**src/sv/bti_pkg.sv**
```systemverilog
// Package for the battery table interpolator: sizes, command codes and state types.
`default_nettype none
package bti_pkg;
  localparam int unsigned ChargePoints = 16;
  localparam int unsigned HealthPoints = 8;
  localparam int unsigned CiW = 4;
  localparam int unsigned HiW = 3;
  localparam int unsigned CellW = HiW + CiW;

  typedef enum logic [2:0] {
    CMD_LOAD_CHARGE = 3'd0,
    CMD_LOAD_HEALTH = 3'd1,
    CMD_LOAD_TABLE  = 3'd2,
    CMD_FORWARD     = 3'd3,
    CMD_INVERSE     = 3'd4
  } cmd_e;

  typedef enum logic [1:0] {
    CLAMP_NONE = 2'd0,
    CLAMP_LOW  = 2'd1,
    CLAMP_HIGH = 2'd2
  } clamp_e;

  typedef enum logic [3:0] {
    ST_IDLE, ST_HREAD, ST_HSCAN, ST_XREAD, ST_XSCAN, ST_SEG,
    ST_DIVSET, ST_DIV, ST_FIN, ST_OUT
  } state_e;

  // Control from the top level to the divider and status back.
  typedef struct packed {
    logic start;
  } div_ctl_t;

  typedef struct packed {
    logic busy;
    logic done;
  } div_sts_t;
endpackage
`default_nettype wire

```
**src/sv/bti_divider.sv**
```systemverilog
// Restoring serial divider: signed 50-bit dividend by signed 26-bit divisor, truncating.
`default_nettype none
module bti_divider (
  input  wire logic               clk_i,
  input  wire logic               rst_ni,
  input  wire bti_pkg::div_ctl_t  ctl_i,
  input  wire logic signed [49:0] num_i,
  input  wire logic signed [25:0] den_i,
  output bti_pkg::div_sts_t       sts_o,
  output logic signed [49:0]      quo_o
);
  import bti_pkg::*;

  logic [49:0] quo_q, quo_d;
  logic [25:0] rem_q, rem_d, den_q, den_d;
  logic [5:0]  cnt_q, cnt_d;
  logic        neg_q, neg_d, busy_q, busy_d, done_q, done_d;
  logic [26:0] trial;

  always_comb begin
    quo_d  = quo_q;
    rem_d  = rem_q;
    den_d  = den_q;
    cnt_d  = cnt_q;
    neg_d  = neg_q;
    busy_d = busy_q;
    done_d = 1'b0;
    trial  = {rem_q, quo_q[49]} - {1'b0, den_q};
    if (ctl_i.start) begin
      quo_d  = num_i[49] ? 50'(-num_i) : num_i;
      den_d  = den_i[25] ? 26'(-den_i) : den_i;
      rem_d  = '0;
      cnt_d  = 6'd50;
      neg_d  = num_i[49] ^ den_i[25];
      busy_d = 1'b1;
    end else if (busy_q) begin
      if (!trial[26]) begin
        rem_d = trial[25:0];
        quo_d = {quo_q[48:0], 1'b1};
      end else begin
        rem_d = {rem_q[24:0], quo_q[49]};
        quo_d = {quo_q[48:0], 1'b0};
      end
      cnt_d = cnt_q - 6'd1;
      if (cnt_q == 6'd1) begin
        busy_d = 1'b0;
        done_d = 1'b1;
      end
    end
  end

  always_ff @(posedge clk_i or negedge rst_ni) begin
    if (!rst_ni) begin
      busy_q <= 1'b0;
      done_q <= 1'b0;
      cnt_q  <= '0;
    end else begin
      busy_q <= busy_d;
      done_q <= done_d;
      cnt_q  <= cnt_d;
    end
  end

  always_ff @(posedge clk_i) begin
    quo_q <= quo_d;
    rem_q <= rem_d;
    den_q <= den_d;
    neg_q <= neg_d;
  end

  assign sts_o.busy = busy_q;
  assign sts_o.done = done_q;
  assign quo_o = neg_q ? 50'(-quo_q) : quo_q;
endmodule
`default_nettype wire

```
**config.mk**
```make
export PLATFORM = sky130hd
export DESIGN_NAME = bti_divider
export DESIGN_NICKNAME = d
export VERILOG_FILES = /design/src/sv/bti_pkg.sv /design/src/sv/bti_divider.sv
export SDC_FILE = /design/constraint.sdc
export NUM_CORES = 1
export LEC_CHECK = 0
export ABC_CLOCK_PERIOD_IN_PS = 8200
export BUFFER_PORTS_ARGS = -buffer_cell sky130_fd_sc_hd__clkbuf_2
export CAP_MARGIN = 20
export CORE_ASPECT_RATIO = 0.7
export CORE_MARGIN = 10
export CORE_UTILIZATION = 63
export CTS_CLUSTER_SIZE = 16
export DETAILED_ROUTE_END_ITERATION = 7
export PLACE_DENSITY_LB_ADDON = 0.08
export SETUP_SLACK_MARGIN = 0.02
export SYNTH_ARGS = -nofsm -noshare
export SYNTH_HDL_FRONTEND = slang
export SYNTH_SLANG_ARGS = --single-unit
```
**constraint.sdc**
```tcl
create_clock -name clk_i -period 8.2 [get_ports clk_i]
set_input_delay 1.23 -clock clk_i [delete_from_list [all_inputs] [get_ports clk_i]]
set_output_delay 1.23 -clock clk_i [all_outputs]
set_load 0.03 [all_outputs]
```
---- Word-level counts from Yosys, hierarchy flattened ----
Index checks and enable logic that the tools add are counted.
operators by class
  multiplexer cells ....................... 15
  bitwise gates (word level) .............. 1
  eq/ne operators ......................... 1
  shift-type cells ........................ 0
  multipliers ............................. 0
  $add $sub $neg .......................... 5
  reductions and logical operators ........ 1
  divide/modulo/power cells ............... 0
  order comparisons ....................... 0
operators by type and width
  operator               number
  $mux W50               4
  $neg A50 Y50           2
  $sub A27 B26 Y27       1
  $mux W26               1
  $neg A26 Y26           1
  $mux W25               1
  $mux W6                2
  $mux W1                7
  $eq A6 B1 Y1 const B   1
  $sub A6 B1 Y6 const B  1
  $reduce_bool A2 Y1     1
  $xor A1 B1 Y1          1
storage, ports and cells
  memory bits (read-only) ................. 0
  bits in latches ......................... 0
  output and inout port bits .............. 52
  memories ................................ 0
  bits in registers ....................... 111
  logic and storage cells ................. 31
  RAM bits ................................ 0
  bits of input ports ..................... 79

---- Depth between registers and ports, before layout ----
Gate-level depths: netlist of run 1.
  depth after elaboration ................. 4
  gate-level depth with buffers ........... 13

---- Least setup slack after synthesis of run 1 ----
Ideal clock, no wire load.
  kind .................................... flip-flop to output port
  start point ............................. register quo_q[11]
  end point ............................... output port quo_o[44]
  buffers on the path ..................... 0
  data arrival time ....................... 3.155 ns
  path slack .............................. 3.815 ns
  cell stages (with the launch flop) ...... 9
  cells stage by stage .................... edfxtp_1 or4_4 nor4_1 nand2b_1 or2_2 or4_4 or4_4 o31ai_1 xnor2_1
on the way
  cells in the longest elaborated chain, start to end .. 2
RTL lines
  element                 line               text
  from (decl)             bti_divider.sv:14  logic [49:0] quo_q, quo_d;
  from (signal assigned)  bti_divider.sv:65  quo_q <= quo_d;
  $neg A50 Y50            bti_divider.sv:73  assign quo_o = neg_q ? 50'(-quo_q) : quo_q;
  $mux W50                bti_divider.sv:73
  to (decl)               bti_divider.sv:10  output logic signed [49:0] quo_o
No other way between the ends.

---- Worst setup path after layout of run 1 ----
Same ends and word-level chain as after synthesis.

==> key figures, run 1 <==
Cells and area
  • Post-route insts no fill: 1214
  • Multi-input logic area: 4970 µm²
  • Nets: 1154
  • Area grow syn2layout: 12.43%
  • Final Core Density: 71.91%
  • Layout cells sized above 1: 17.75%
  • Antenna diodes: 0
  • Filler cell count in the final layout: 1095
  • FF/Latch Area: 3033 µm²

Synthesis
  • Synth Area in Compound Gates: 19.94%
  • Seq/Total Area, Yosys: 36.34%
  • Distinct cells, synth: 67
  • Asr flop ratio synth: 7.207%
  • Synth area leader: edfxtp_1
  • Syn_nets: 1051
  • Xor-xnor portion of the synthesized cell area: 15.11%
  • Post-Syn Instances: 940
  • Avg Inst Size Synth: 8.880 µm²
  • Mapped Area: 8347 µm²
  • Synth Flop Type: edfxtp_1
  • Main combinational cell family by area after synthesis: compound AO/OA/AOI/OAI gates
  • EDFF count, synth: 77
  • Share of the synthesized area in the top cell type: 27.70%
  • Yosys warns: 0
  • Yosys reg bits: 111
  • Mux cell area share after synthesis: 0.8994%
  • Adder-cell share of the synthesized area: 4.887%
  • Area contributors post-synth: edfxtp_1, xnor2_1, dfxtp_1, xor2_1, ha_1
  • Commonest cells post-synth: nor2_1, nand2_1, xnor2_1, edfxtp_1, o21ai_0
  • Cell with the most instances after synthesis: nor2_1
  • Synth Area in Simple Gates: 18.62%

Worst setup path
  • CP max stage cell: or4_4
  • Slowest stage delay, CP: 0.59 ns
  • CP Buf/Inv Count: 1
  • Required @ worst endpoint: 6.97 ns
  • Worst Setup Start Kind: flop
  • Crit path top cell by count: or4_4
  • Critical-path maximum fanout: 6
  • Top delay family on crit path: simple AND/OR/NAND/NOR gates
  • Reg2Reg Depth: 13
  • Critical Path Sink Type: output port
  • Worst flop-to-flop path endpoint: rem_q[5]
  • CP cell instances: or4_4 -> nor4_1 -> nand2b_1 -> or2_2 -> or4_4 -> or4_4 -> o31ai_1 -> xnor2_1 -> clkbuf_2
  • WS Path Type: reg2out
  • RR Startpoint: quo_q[49]
  • Worst EP arrival: 3.86 ns
  • R2R setup slack: 4.19 ns

Global routing
  • GR Util All Layers: 23.05%
  • Largest net degree at the start of global routing: 91
  • Vias in the first global route: 6984
  • Initial antenna violation count: 0
  • Remaining Overflow, GRT: 0
  • First-pass GRT wire length: 34960 µm

Detailed routing
  • Routed Antenna Nets: 0
  • DRT met1 WL: 10220 µm
  • Vias per cell: 6.088
  • Initial DRC count: 655
  • Met2 routed WL: 9415 µm
  • Drt first pass iters: 5
  • DR DRC count: 0
  • Via count: 7391
  • Highest metal used: met4
  • Met3 wire length: 1425 µm
  • Routed length per instance: 17.54 µm
  • WL final: 21290 µm

Timing
  • Max Clk Rate: 0.1965 GHz
  • Final-report setup violation count: 0
  • Slew HR: 30.04%
  • Final Hold Fails: 0
  • Worst Skew: 0.01299 ns
  • Max-slew violation count: 0
  • Fin Setup TNS: 0 ns
  • Hold Slack: 0.4843 ns
  • Period Utilization, post-route: 62.05%
  • RSZ-0062 raised after global routing: no
  • Fin crit period: 5.088 ns
  • Worst slew pin tran: 1.047 ns

Clocking
  • Clk buf depth: 2
  • H-tree depth: 3
  • Root cell of the clock tree: clkbuf_16
  • CTS Buf Count: 9
  • Worst skew pair latency: 0.35 ns
  • Post-cts hold buffer count: 0
  • CTS resizes: 0
  • CTS tree: built
  • Post-CTS setup buffer count: 0
  • Clock transition at path regs: 0.08 ns
  • Clk sinks: 111

Floorplan
  • Site Rows: 35
  • Io pins: 131
  • Die Wd: 157.6 µm
  • Total core area: 13050 µm²
  • DIE HEIGHT: 116.3 µm
  • Initial Utilization: 63.96%
  • Die area: 18330 µm²

Power
  • Combinational Power Share: 29.7%
  • Power per cell area: 174.8 nW/µm²
  • Clk network pwr share: 26.8%
  • Pint: 0.001074 W
  • LEAKAGE: 3.673 nW
  • Sequential share of power: 43.5%
  • Switching share of power: 34.54%
  • Worst VDD drop: 0.0001221 V
  • Tot Pwr: 0.001640 W
  • Net Switching: 0.0005666 W

Placed design
  • Port Buffers: 130
  • Routability cong.: 0.9303
  • Final HPWL DP: 15660 µm
  • Cell count after placement: 1197

Hold path
  • Hold Crit Class: reg2reg
  • Worst hold endpoint: rem_q[12]
  • Min-delay src: rem_q[11]
  • WHS Path Cells: 2

Job
  • Max_cap viols: 0

Outcome
  • Status: completed
==> area by class of cell <==
type / instances / share of cell area (%)
Timing Repair Buffer: 136 / 7.573
Inverter: 46 / 1.840
Clock buffer: 11 / 2.480
Multi-Input combinational cell: 739 / 52.96
Sequential cell: 111 / 32.32
Tap cell: 166 / 2.213
Clock inverter: 5 / 0.6133
==> metal layers <==
layer	up-vias	global-route usage, %
li1	3641	-
met1	3470	33.82
met2	263	34.57
met3	17	4.415
met4	0	4.783
met5	-	0
==> through the flow <==
| step | worst slack, ns | cell area, µm² |
|---|---|---|
| after global routing | 2.936 | 9384 |
| after detailed placement | 3.500 | 9074 |
| after global placement | 3.564 | 9074 |
| after CTS | 3.113 | 9364 |
| after floorplan | 3.815 | 8347 |
| final | 3.112 | 9384 |
==> worst min-delay path: stages (launching register included) <==
cell and delay, ns:
dfxtp_1 0.33, inv_1 0.05, a31oi_1 0.06
==> logic make-up (layout without fill, tap and decap cells) <==
logic type      Yosys count  in the layout
compound gates          242            242
buf+inv                  90            198
flops                   111            111
xor+xnor                144            144
mux                       7              7
simple gates            314            314
fa+ha+maj                32             32
==> how the worst max path moves through the flow <==
stage / to / slack, ns / cells past startpoint / startpoint
6_report: quo_o[44] / 3.11 / 9 / quo_q[11]
5_1_grt: quo_o[44] / 2.94 / 9 / quo_q[10]
4_1_cts: quo_o[44] / 3.11 / 9 / quo_q[11]
3_5_place_dp: quo_o[44] / 3.50 / 9 / quo_q[10]
3_3_place_gp: quo_o[44] / 3.56 / 9 / quo_q[10]
2_1_floorplan: quo_o[44] / 3.82 / 8 / quo_q[11]
==> state kept, by name, summed over array words and instances, names as in the netlist <==
register and flops:
quo_q 50, cnt_q 6, den_q 26, done_q 1, neg_q 1, busy_q 1
rem_q 26
==> placed cells by master, fill, tap and decap left out, drive strengths merged, types with 5 or more instances in the layout <==
cell type and n:
or3 17, a21oi 57, buf 7, nor2b 5, nor2 96, o41ai 24
and3 6, nor3 12, nand4 8, xor2 55, a32oi 6, a31oi 6
inv 47, dfxtp 26, dfrtp 8, o21ai 58, ha 31, nor4 6
clkbuf 140, edfxtp 77, xnor2 89, nand2b 12, o31ai 32, a21o 5
nand2 91, or4 23, a211oi 7, nand3 13, a311oi 17, or2 11
==> power by group through the flow <==
stage	logic [W]	clock network [W]	registers (W)
6_report	0.000487	0.000440	0.000713
5_1_grt	0.000535	0.000465	0.000721
4_1_cts	0.000489	0.000444	0.000712
3_5_place_dp	0.000485	0	0.000724
3_3_place_gp	0.000481	0	0.000721
2_1_floorplan	0.000349	0	0.000708
Note: power is estimated with default switching activity, not from simulation.
==> inputs of run 2 (changes only) <==
Settings changed: ABC_CLOCK_PERIOD_IN_PS 8200 to 4800, CORE_UTILIZATION 63 to 58.
Clock period 8.2 ns to 4.8 ns, I/O delays scaled along.
==> run 2 against run 1 <==
Critical path depth did not move. Flip-flop and latch count did not move. Non-clock buffer count rose by 4. Count of clock-buffer cells in the layout fell by 2. Core utilization fell by 4.5 points. Sequential power rose by 71%. Die area rose by 7.3%. Sequential share of layout area fell by 0.18 points. Total power rose by 70%. Clock skew rose by 0.0032 ns. Clock power rose by 65%. Largest power group unchanged. Highest routed layer unchanged.
==> key figures, run 2 (synthesized netlist as in run 1, its figures left out) <==
Worst setup path
  • WS Path Type: reg2out
  • Critical Path Start: quo_q[30]
  • Worst Setup Start Kind: flop
  • Critical-path maximum fanout: 4 (-2)
  • Critical Path Sink Type: output port
  • Worst EP arrival: 3.84 ns (-0.02 ns)
  • RR Startpoint: quo_q[49]
  • Required @ worst endpoint: 4.08 ns (-2.89 ns)

Detailed routing
  • Initial DRC count: 655 (unchanged)
  • Routed Antenna Nets: 0 (unchanged)
  • Via count: 7303 (-1.2%)
  • Drt first pass iters: 5 (unchanged)
  • Routed length per instance: 17.09 µm (-2.5%)
  • WL final: 21230 µm (-0.29%)
  • Vias per cell: 5.880 (-3.4%)
  • DR DRC count: 0 (unchanged)

Hold path
  • Hold Crit Class: in2async

Timing
  • Period Utilization, post-route: 94.91%
  • Fin crit period: 4.556 ns
  • Fin Setup TNS: 0 ns (unchanged)
  • Max Clk Rate: 0.2195 GHz
  • Max-slew violation count: 0 (unchanged)
  • Final Hold Fails: 0 (unchanged)
  • Worst slew pin tran: 0.9683 ns (-0.07892 ns)
  • Worst Skew: 0.01620 ns (+0.003207 ns)
  • Final-report setup violation count: 0 (unchanged)
  • Hold Slack: 0.2086 ns (-0.2756 ns)
  • Slew HR: 35.45% (+5.4 points)
  • RSZ-0062 raised after global routing: no

Cells and area
  • Top Registers: quo_q x50, den_q x26, rem_q x26
  • Filler cell count in the final layout: 1143 (+4.4%)
  • Antenna diodes: 0 (unchanged)
  • Area grow syn2layout: 13.06%
  • Commonest cells after routing, fill and taps aside: clkbuf_2, nor2_1, nand2_1, xnor2_1, edfxtp_1
  • Layout cells sized above 1: 18.35% (+0.60 points)
  • Leading cell type in the layout, fill and taps excluded: clkbuf_2
  • Nets: 1158 (+0.35%)
  • Max reg flops: 50 (unchanged)
  • Largest Register: quo_q

Placed design
  • Final HPWL DP: 15960 µm (+1.9%)
  • Port Buffers: 130 (unchanged)
  • Routability cong.: 0.9030 (-2.9%)

Global routing
  • First-pass GRT wire length: 34660 µm (-0.85%)
  • Vias in the first global route: 6843 (-2.0%)
  • Remaining Overflow, GRT: 0 (unchanged)
  • Largest net degree at the start of global routing: 89 (-2.2%)
  • Initial antenna violation count: 0 (unchanged)
  • GR Util All Layers: 21.09% (-2.0 points)

Power
  • Worst VDD drop: 0.0001929 V (+58%)
  • LEAKAGE: 3.686 nW (+0.34%)
  • Power per cell area: 294.8 nW/µm² (+69%)

Floorplan
  • Io pins: 131 (unchanged)
  • Total core area: 14010 µm² (+7.3%)
  • DIE HEIGHT: 120.4 µm (+3.5%)
  • Die area: 19670 µm² (+7.3%)
  • Initial Utilization: 59.58% (-4.4 points)
  • Die Wd: 163.4 µm (+3.7%)
  • Site Rows: 36 (+2.9%)

Clocking
  • Clk sinks: 111 (unchanged)
  • Root cell of the clock tree: clkbuf_16
  • H-tree depth: 3 (unchanged)
  • CTS Buf Count: 9 (unchanged)
  • CTS tree: built
  • Clock transition at path regs: 0.08 ns (about the same)
  • Clk buf depth: 2 (unchanged)
  • Post-cts hold buffer count: 0 (unchanged)
  • Worst skew pair latency: 0.36 ns (about the same)

Outcome
  • Status: completed

Job
  • Max_cap viols: 0 (unchanged)
## run 2: final cells by class
| class | count | area, µm² | share of cell area, % |
|---|---|---|---|
| Clock buffer | 9 | 225.2 | 2.387 |
| Timing Repair Buffer | 140 | 735.7 | 7.796 |
| Clock inverter | 7 | 56.30 | 0.5967 |
| Tap cell | 190 | 237.7 | 2.519 |
| Sequential cell | 111 | 3033 | 32.14 |
| Inverter | 46 | 172.7 | 1.830 |
| Multi-Input combinational cell | 739 | 4976 | 52.73 |
## run 2: per-stage QoR
step | utilization (%) | area, µm² | worst slack (ns) | total power, W | cells
after detailed placement | 65.15 | 9126 | 0.6365 | 0.002070 | 1224
final | 67.36 | 9437 | 0.2445 | 0.002782 | 1242
after global routing | 67.36 | 9437 | 0.04433 | 0.002925 | 1242
after global placement | 65.15 | 9126 | 0.6723 | 0.002061 | 1224
after CTS | 67.16 | 9408 | 0.2293 | 0.002791 | 1240
after floorplan | - | 8347 | 0.9252 | 0.001806 | 940
## run 2: critical path, cell delays in order, from the launching register on
cell and delay, ns:
edfxtp_1 0.46, or4_1 0.61, or4_1 0.47, nor4_1 0.25, nand2_1 0.11, or2_2 0.33, or4_4 0.58, o31ai_1 0.29
xnor2_1 0.16, clkbuf_2 0.22
## run 2: final timing paths
kind,slack (ns),depth (start not counted),end
setup / recovery,0.24,9,quo_o[49]
hold / removal,0.21,1,cnt_q[4]
setup reg to reg,1.01,14,rem_q[5]
hold reg to reg,0.49,2,rem_q[12]
max in group asynchronous,4.41,1,cnt_q[5]
min in group clk_i,0.49,2,rem_q[12]
## run 2: power by group
group	leakage (nW)	switching (W)	total [W]	internal (W)
Clock	0.132	0.000365	0.000724	0.000359
Sequential	1.08	0.0000926	0.00122	0.00113
Combinational	2.48	0.000534	0.000835	0.000302
Total	3.69	0.000991	0.00278	0.00179
## run 2: timing repair
action / 4_1_cts / 5_1_grt
gates resized for setup: 0 / 1
hold endpoints to repair: 0 / 0
setup endpoints to repair: 0 / 1
buffers inserted: 0 / 0
## run 2: per-layer routing
layer	part of all wire (%)	routed length, µm	track usage (%)
met1	49	10440	30.80
met2	43	9129	31.41
met3	6.7	1423	4.508
met5	0	0	0
met4	1.1	235	4.157
==> inputs of run 3 (changes only) <==
Settings changed: RECOVER_POWER from default to 100, REMOVE_ABC_BUFFERS from default to 1.
==> run 3 against run 2 <==
The flow now finishes with violations (capacitance limit, slew limit). First-iteration DRC count decreased by 3.8%. Worst hold slack improved by 0.070 ns. Largest power group unchanged. Global-route usage increased by 0.55 points. Critical path depth unchanged. Flip-flop and latch count unchanged. Clock skew decreased by 0.0088 ns.
==> key figures, run 3 (synthesized netlist as in run 1, its figures left out) <==
Cells and area
  • Commonest cells after routing, fill and taps aside: nor2_1, nand2_1, xnor2_1, clkbuf_2, edfxtp_1
  • Top Registers: quo_q x50, den_q x26, rem_q x26
  • Largest Register: quo_q
  • Area grow syn2layout: 12.31%
  • Nets: 1159 (+0.086%)
  • Max reg flops: 50 (unchanged)
  • Antenna diodes: 0 (unchanged)
  • Leading cell type in the layout, fill and taps excluded: nor2_1
  • Layout cells sized above 1: 12.92% (-5.4 points)
  • Final Core Density: 66.92% (-0.45 points)

Clocking
  • CTS Buf Count: 9 (unchanged)
  • CTS tree: built
  • Post-cts hold buffer count: 0 (unchanged)
  • H-tree depth: 3 (unchanged)
  • CTS resizes: 0 (unchanged)
  • Worst skew pair latency: 0.35 ns (about the same)
  • Clk buf depth: 2 (unchanged)
  • Clk sinks: 111 (unchanged)
  • Post-CTS setup buffer count: 0 (unchanged)
  • Root cell of the clock tree: clkbuf_16
  • Clock transition at path regs: 0.08 ns (about the same)

Detailed routing
  • Drt first pass iters: 5 (unchanged)
  • DR DRC count: 0 (unchanged)
  • Routed length per instance: 17.54 µm (+2.6%)
  • WL final: 21800 µm (+2.7%)
  • Routed Antenna Nets: 0 (unchanged)
  • Initial DRC count: 630 (-3.8%)
  • Via count: 7452 (+2.0%)
  • Vias per cell: 5.995 (+2.0%)

Timing
  • Worst Skew: 0.007411 ns (-0.008785 ns)
  • Slew HR: -70.55% (-110 points)
  • Final-report setup violation count: 0 (unchanged)
  • Hold Slack: 0.2788 ns (+0.07020 ns)
  • Period Utilization, post-route: 94.94% (about the same)
  • Worst slew pin tran: 2.558 ns (+1.590 ns)
  • Final Hold Fails: 0 (unchanged)
  • Max-slew violation count: 90 (+90)
  • RSZ-0062 raised after global routing: no
  • Fin crit period: 4.557 ns (+0.001481 ns)
  • Fin Setup TNS: 0 ns (unchanged)
  • Max Clk Rate: 0.2194 GHz (about the same)

Global routing
  • First-pass GRT wire length: 35550 µm (+2.6%)
  • Largest net degree at the start of global routing: 66 (-26%)
  • GR Util All Layers: 21.64% (+0.55 points)
  • Remaining Overflow, GRT: 0 (unchanged)
  • Vias in the first global route: 6879 (+0.53%)
  • Initial antenna violation count: 0 (unchanged)

Power
  • LEAKAGE: 3.534 nW (-4.1%)
  • Power per cell area: 301.6 nW/µm² (+2.3%)
  • Worst VDD drop: 0.0001951 V (+1.1%)

Hold path
  • Hold Crit Class: in2async

Worst setup path
  • Worst Setup Start Kind: flop
  • R2R setup slack: 0.38 ns (-0.63 ns)
  • Critical Path Sink Type: output port
  • RR Startpoint: quo_q[49]
  • Worst EP arrival: 3.84 ns (about the same)
  • Reg2Reg Depth: 13 (-1)
  • Worst flop-to-flop path endpoint: rem_q[11]
  • WS Path Type: reg2out
  • Critical-path maximum fanout: 7 (+3)
  • Required @ worst endpoint: 4.08 ns (about the same)

Placed design
  • Final HPWL DP: 16300 µm (+2.1%)
  • Port Buffers: 130 (unchanged)
  • Routability cong.: 0.8673 (-4.0%)

Job
  • Max_cap viols: 2 (+2)

Floorplan
  • Die Wd: 163.4 µm (unchanged)
  • DIE HEIGHT: 120.4 µm (unchanged)
  • Io pins: 131 (unchanged)
  • Site Rows: 36 (unchanged)
  • Initial Utilization: 59.58% (unchanged)
  • Total core area: 14010 µm² (unchanged)
  • Die area: 19670 µm² (unchanged)

Outcome
  • Status: finished with violations
  • Violated checks: capacitance limit, slew limit
==> run 3: cell count changes in the layout (fill, tap and decap cells not counted), sizes merged <==
cell	before	now
buf	11	6
clkbuf	138	147
clkinvlp	2	1
clkinv	2	1
inv	49	48
==> run 3: stage by stage <==
step,cells,cell area (µm²),setup slack [ns],power [W]
after floorplan,896,8168,0.9252,0.001784
after global placement,1225,9134,0.7377,0.002062
after detailed placement,1225,9134,0.6672,0.002071
after CTS,1241,9444,0.2645,0.002857
after global routing,1243,9374,0.02562,0.002957
final,1243,9374,0.2430,0.002827
==> run 3: final cells by class <==
cell class | instances | area, µm²
clock inverter | 4 | 31.28
multi-input combinational | 739 | 4970
sequential | 111 | 3033
timing repair buffer | 141 | 650.6
tap | 190 | 237.7
clock buffer | 12 | 279.0
fill | 1240 | 4634
inverter | 46 | 172.7
==> run 3: worst max path at each step <==
stage,startpoint,endpoint,cells after the start
floorplan,quo_q[11],quo_o[44],8
global placement,quo_q[10],quo_o[44],9
detailed placement,quo_q[10],quo_o[34],9
CTS,quo_q[10],quo_o[34],9
global route,quo_q[49],rem_q[9],13
finish,quo_q[9],quo_o[34],9
==> run 3: report_power, final <==
part           internal [W]  leakage [nW]  switching [W]
clock network      0.000420         0.150       0.000372
logic              0.000278          2.31       0.000536
registers           0.00113          1.08      0.0000913
==> run 3: worst max-delay path: stages, from the launching register on <==
cell and delay (ns):
edfxtp_1 0.48, or4_4 0.54, nor4_2 0.22, nand2b_1 0.11, or2_2 0.32, or4_4 0.49
or2_2 0.40, o41ai_1 0.39, xnor2_1 0.19, clkbuf_1 0.34
==> run 3: metal layers <==
| layer | track usage, % | vias up | part of all wire [%] |
|---|---|---|---|
| met5 | 0 | - | 0 |
| met4 | 3.652 | 0 | 0.74 |
| met3 | 4.881 | 13 | 7.4 |
| met2 | 31.19 | 250 | 42 |
| met1 | 32.48 | 3542 | 50 |
| li1 | - | 3647 | - |
